`src/sv/tsb_pkg.sv`:
```
// Shared types, constants and codes for the text screen buffer.
package tsb_pkg;

   localparam int DEF_ROWS = 24;
   localparam int DEF_COLS = 40;

   // Widths of the widened row and column values used for bounds checks
   // and cell addressing (row field up to 31, column field up to 63, plus shape offset up to 2).
   localparam int ROW_XW = 7;
   localparam int COL_XW = 8;
   localparam int MUL_W  = 15;

   localparam logic [7:0] BLANK    = 8'h20;
   localparam int         SHAPE_N  = 3;

   localparam logic [23:0] SHAPE_TOP_RST    = 24'h2A202A;
   localparam logic [23:0] SHAPE_MIDDLE_RST = 24'h202A20;
   localparam logic [23:0] SHAPE_BOTTOM_RST = 24'h2A202A;

   typedef enum logic [2:0] {
      OP_CLEAR  = 3'd0,
      OP_PUT    = 3'd1,
      OP_SCROLL = 3'd2,
      OP_SHAPE  = 3'd3,
      OP_READ   = 3'd4
   } op_type;

   typedef enum logic [1:0] {
      CSR_SHAPE_TOP    = 2'd0,
      CSR_SHAPE_MIDDLE = 2'd1,
      CSR_SHAPE_BOTTOM = 2'd2
   } csr_index_type;

   typedef enum logic [3:0] {
      ST_INIT,
      ST_IDLE,
      ST_EXEC,
      ST_CLEAR,
      ST_SCR_RD,
      ST_SCR_WR,
      ST_SCR_FILL,
      ST_SHAPE,
      ST_RD_WAIT
   } state_type;

   typedef struct packed {
      logic [2:0] op;
      logic [4:0] row;
      logic [5:0] col;
      logic [7:0] ch;
      logic       start_req;
   } req_type;

   typedef struct packed {
      logic [7:0] read_char;
      logic       scrolled;
   } rsp_type;

   // Commands from the controller to the datapath.
   typedef struct packed {
      logic latch;
      logic ptr_clear;
      logic ptr_inc;
      logic fill_wr;
      logic scr_rd;
      logic scr_wr;
      logic put_wr;
      logic shape_clear;
      logic shape_wr;
      logic mark_scroll;
      logic respond;
   } cmd_type;

   // Status from the datapath to the controller.
   typedef struct packed {
      logic [2:0] op;
      logic       ptr_last;
      logic       scr_end;
      logic       shape_last;
      logic       put_wrap;
   } sts_type;

endpackage

```
`src/sv/tsb_ctrl.sv`:
```
// Controller state machine for the text screen buffer.
module tsb_ctrl (
   input  logic             clock,
   input  logic             reset,
   input  logic             start,
   output logic             busy,
   input  tsb_pkg::sts_type sts,
   output tsb_pkg::cmd_type cmd
);

   tsb_pkg::state_type state_ff, state_in;

   always_ff @(posedge clock) begin
      if (reset) begin
         state_ff <= tsb_pkg::ST_INIT;
      end else begin
         state_ff <= state_in;
      end
   end

   // Next state
   always_comb begin
      state_in = state_ff;
      unique case (state_ff)
         tsb_pkg::ST_INIT: begin
            if (sts.ptr_last) state_in = tsb_pkg::ST_IDLE;
         end
         tsb_pkg::ST_IDLE: begin
            if (start) state_in = tsb_pkg::ST_EXEC;
         end
         tsb_pkg::ST_EXEC: begin
            unique case (sts.op)
               tsb_pkg::OP_CLEAR:  state_in = tsb_pkg::ST_CLEAR;
               tsb_pkg::OP_PUT:    state_in = sts.put_wrap ? tsb_pkg::ST_SCR_RD
                                                           : tsb_pkg::ST_IDLE;
               tsb_pkg::OP_SCROLL: state_in = tsb_pkg::ST_SCR_RD;
               tsb_pkg::OP_SHAPE:  state_in = tsb_pkg::ST_SHAPE;
               tsb_pkg::OP_READ:   state_in = tsb_pkg::ST_RD_WAIT;
               default:            state_in = tsb_pkg::ST_IDLE;
            endcase
         end
         tsb_pkg::ST_CLEAR: begin
            if (sts.ptr_last) state_in = tsb_pkg::ST_IDLE;
         end
         tsb_pkg::ST_SCR_RD: begin
            state_in = tsb_pkg::ST_SCR_WR;
         end
         tsb_pkg::ST_SCR_WR: begin
            state_in = sts.scr_end ? tsb_pkg::ST_SCR_FILL : tsb_pkg::ST_SCR_RD;
         end
         tsb_pkg::ST_SCR_FILL: begin
            if (sts.ptr_last) state_in = tsb_pkg::ST_IDLE;
         end
         tsb_pkg::ST_SHAPE: begin
            if (sts.shape_last) state_in = tsb_pkg::ST_IDLE;
         end
         tsb_pkg::ST_RD_WAIT: begin
            state_in = tsb_pkg::ST_IDLE;
         end
         default: state_in = tsb_pkg::ST_INIT;
      endcase
   end

   // Outputs
   always_comb begin
      cmd  = '0;
      busy = 1'b1;
      unique case (state_ff)
         tsb_pkg::ST_INIT: begin
            cmd.fill_wr = 1'b1;
            cmd.ptr_inc = 1'b1;
         end
         tsb_pkg::ST_IDLE: begin
            busy      = 1'b0;
            cmd.latch = start;
         end
         tsb_pkg::ST_EXEC: begin
            unique case (sts.op)
               tsb_pkg::OP_CLEAR: begin
                  cmd.ptr_clear = 1'b1;
               end
               tsb_pkg::OP_PUT: begin
                  cmd.put_wr      = 1'b1;
                  cmd.ptr_clear   = 1'b1;
                  cmd.mark_scroll = sts.put_wrap;
                  cmd.respond     = !sts.put_wrap;
               end
               tsb_pkg::OP_SCROLL: begin
                  cmd.ptr_clear   = 1'b1;
                  cmd.mark_scroll = 1'b1;
               end
               tsb_pkg::OP_SHAPE: begin
                  cmd.shape_clear = 1'b1;
               end
               tsb_pkg::OP_READ: begin
                  // Cell address is already on the read port; wait for the data
               end
               default: begin
                  cmd.respond = 1'b1;
               end
            endcase
         end
         tsb_pkg::ST_CLEAR: begin
            cmd.fill_wr = 1'b1;
            cmd.ptr_inc = 1'b1;
            cmd.respond = sts.ptr_last;
         end
         tsb_pkg::ST_SCR_RD: begin
            cmd.scr_rd = 1'b1;
         end
         tsb_pkg::ST_SCR_WR: begin
            cmd.scr_wr  = 1'b1;
            cmd.ptr_inc = 1'b1;
         end
         tsb_pkg::ST_SCR_FILL: begin
            cmd.fill_wr = 1'b1;
            cmd.ptr_inc = 1'b1;
            cmd.respond = sts.ptr_last;
         end
         tsb_pkg::ST_SHAPE: begin
            cmd.shape_wr = 1'b1;
            cmd.respond  = sts.shape_last;
         end
         tsb_pkg::ST_RD_WAIT: begin
            cmd.respond = 1'b1;
         end
         default: begin
            cmd = '0;
         end
      endcase
   end

endmodule

```
`config.mk`:
```
export PLATFORM = sky130hd
export DESIGN_NAME = tsb_ctrl
export DESIGN_NICKNAME = d
export VERILOG_FILES = /design/src/sv/tsb_pkg.sv /design/src/sv/tsb_ctrl.sv
export SDC_FILE = /design/constraint.sdc
export NUM_CORES = 1
export LEC_CHECK = 0
export BUFFER_PORTS_ARGS = -buffer_cell sky130_fd_sc_hd__buf_2
export CAP_MARGIN = 0
export CORE_AREA = 2 2 39 41
export DETAILED_ROUTE_END_ITERATION = 7
export DIE_AREA = 0 0 41 43
export PLACE_DENSITY = 0.74
export SYNTH_ARGS = -nofsm -noshare
export SYNTH_HDL_FRONTEND = slang
export SYNTH_SLANG_ARGS = --single-unit
```
`constraint.sdc`:
```
create_clock -name clock -period 2.2 [get_ports clock]
set_input_delay 0.66 -clock clock [delete_from_list [all_inputs] [get_ports clock]]
set_output_delay 0.66 -clock clock [all_outputs]
set_load 0.02 [all_outputs]
```
==> summary.json <==
{
  "run_status": "finished with violations",
  "failing_checks": "setup timing",
  "placed_cells": 119,
  "powerDensity_nw_per_um2": 825,
  "cp.arrival_ns": 1.55,
  "p_int_mw": 0.367,
  "non_filler_instance_count_after_layout": 124,
  "drc_errors": 0,
  "clockRootBuffer": "clkbuf_4",
  "seq_power_share_pct": 17.4,
  "timing.final.setup_violations": 1,
  "ant_nets": 0,
  "syn-num-nets": 87,
  "irDropWorstVdd_uv": 488,
  "n_antenna_cell": 0,
  "n_fill_cell": 136,
  "reg2reg_to": "state_ff[2]",
  "synth_warnings": 0,
  "comb_power_share_pct": 69.4,
  "gp_congestion": 0.785,
  "die_height_um": 43,
  "detail_route.iter0.violations": 13,
  "setup.worst_path.class": "in -> out",
  "route.detailed.vias_per_inst": 5.56,
  "p_leak_nw": 0.361,
  "timing.max_slew.rel_slack_pct": 82.9,
  "final-seq-area_um2": 85.1,
  "cts.reportedPaths.clkPinSlew_ns": 0.04,
  "post-route-min-period_ns": 2.21,
  "p_sw_mw": 0.322,
  "top_regs": "state_ff: 4 flops",
  "kind_of_start_point_of_the_critical_path": "input pin",
  "finalPower_mw": 0.689,
  "total_vias_in_the_final_route": 689,
  "start_util_pct": 41.1,
  "synth_top_cell_area_share_pct": 14.1,
  "final_max_slew_viols": 0,
  "h-tree-depth": 1,
  "synth_enable_flop_cells": 0,
  "synthDominantAreaCellType": "dfxtp_1",
  "share_of_the_core_filled_with_cells_pct": 60.4,
  "synth.top_cells.by_area": "dfxtp_1, nor3_1, nor2_1",
  "pwr-share-clk_pct": 13.2,
  "postSynthCellCount": 77,
  "layout_common_cells": "buf_2, buf_4, nor2_1, nand2_1, nor3_1",
  "wire_length_of_the_first_global_routing_pass_mm": 2.37,
  "max_clock_freq_mhz": 453,
  "rrSetupSlack_ns": 0.74,
  "first_pass_iteration_count_of_the_detailed_router": 4,
  "critical_path.endpoint_type": "output port",
  "holdCritPathClass": "in -> reg",
  "min_from": "reset",
  "die-area_um2": 1760,
  "maxCapViolCount": 0,
  "min_to": "state_ff[1]",
  "r2r-start": "state_ff[0]",
  "post-route-period-util_pct": 100,
  "grt_setup_unrepaired": "true",
  "syn_avg_cell_area_um2": 7.39,
  "postSynthRegisterBits": 4,
  "finClkSkew_ns": 0.00402,
  "totalWireLength_mm": 1.47,
  "synthFlopType": "dfxtp_1",
  "timing.reg2reg.worst_path_depth": 5,
  "clock_path_buffers": 2,
  "cts.hold.buffers_added": 0,
  "largest_net_degree_at_the_start_of_global_routing": 13,
  "core_um2": 1380,
  "cts_num_sinks": 4,
  "layout_commonest_cell": "buf_2",
  "routed_wire_length_per_instance_um": 11.9,
  "timing.critical_path.required_ns": 1.54,
  "clock_latency_on_the_worst_skew_pair_ns": 0.23,
  "die_w_um": 41,
  "cts-buffers-inserted": 3,
  "row_count": 14,
  "worst-path-max-fanout": 2,
  "power.share.switching_pct": 46.7,
  "final.setup.worst_slack_ns": -0.00853,
  "grt_use_total_pct": 19.0,
  "hpwl_mm": 1.14,
  "multi_input_area_um2": 480,
  "finalNetCount": 120,
  "ioPinCount": 22,
  "synth_area_um2": 569,
  "dpl_worst_slack_ns": -0.0724,
  "number_of_antenna_violations_at_the_first_check_in_global_routing": 0,
  "hold_viol": 0,
  "largest_reg_flops": 4,
  "portBuffers": 21,
  "max_flop_register": "state_ff",
  "grt_pass1_vias": 603,
  "netlist-cell-type-count": 38,
  "syn2layout_area_growth_pct": 46.8,
  "gr-total-overflow": 0,
  "setup-tns-final_ns": -0.00853,
  "worstHoldPathCells": 2,
  "asyncSetResetFlopFracSynth_pct": 0,
  "seq_area_frac_synth_pct": 14.1,
  "worst-slew-pin-transition_ns": 0.252,
  "tritoncts_clock_tree": "built",
  "final_layout_size_suffix_gt1_share_pct": 47.2
}
==> kinds of logic (layout without fill, tap and decap cells) <==
logic type	count (synthesis)	after routing	share of synthesized area [%]
simple gates	41	41	43.7
flops	4	4	14.1
xor+xnor	2	2	4.40
compound gates	19	19	23.5
buf+inv	8	39	8.57
mux	3	3	5.71
==> layer usage <==
metal / up-vias / wire, um / global-route usage, %
li1: 350 / - / -
met1: 316 / 620 / 23.2
met2: 23 / 775 / 32.8
met3: 0 / 76 / 6.28
met4: 0 / 0 / 0
met5: - / 0 / 0
==> worst max-delay path, cell delays in order <==
cell	delay (ns)
buf_6	0.09
o21ba_4	0.21
o31ai_2	0.17
a31oi_1	0.12
o32ai_2	0.13
buf_4	0.18
==> power groups by stage <==
stage | Combinational [mW] | Sequential (mW) | Clock (mW)
after floorplan | 0.337 | 0.109 | 0
after global placement | 0.446 | 0.116 | 0
after detailed placement | 0.454 | 0.117 | 0
after CTS | 0.468 | 0.122 | 0.0964
after global routing | 0.528 | 0.123 | 0.106
final | 0.478 | 0.120 | 0.0910
==> Yosys cell counts (2+ instances only) <==
master and number:
buf_4 2, nor2b_1 3, buf_2 3, o2111ai_1 3, dfxtp_1 4, a21oi_1 3
nand2b_1 4, nor3_1 6, and3b_1 2, nor2_1 8, mux2_2 2, nor3b_1 3
o21ai_0 2, inv_1 2, nand2_1 6, o21ai_1 2
==> cell type report <==
| type | instances | area share [%] |
|---|---|---|
| Tap cell | 16 | 2.40 |
| Timing Repair Buffer | 34 | 26.3 |
| Clock buffer | 3 | 2.69 |
| Inverter | 2 | 0.898 |
| Multi-Input combinational cell | 65 | 57.5 |
| Sequential cell | 4 | 10.2 |
==> how the worst max path moves through the flow <==
| stage | from | endpoint |
|---|---|---|
| after floorplan | sts[5] | cmd[0] |
| after global placement | sts[5] | cmd[0] |
| after detailed placement | sts[5] | cmd[0] |
| after CTS | sts[5] | cmd[0] |
| after global routing | sts[0] | cmd[0] |
| final | sts[0] | cmd[0] |
==> what timing repair did <==
action	4_1_cts	5_1_grt
setup buffers	0	2
endpoints found under the setup margin	6	3
pin swaps	0	6
resized for setup	7	6
gates cloned	0	0
==> stage by stage <==
| step | hold slack [ns] | area (um^2) |
|---|---|---|
| detailed placement | 0.639 | 743 |
| finish | 0.605 | 836 |
| global placement | 0.636 | 743 |
| CTS | 0.594 | 797 |
| global route | 0.598 | 836 |
| floorplan | 0.628 | 577 |
Note: power is estimated with default switching activity, not from simulation.
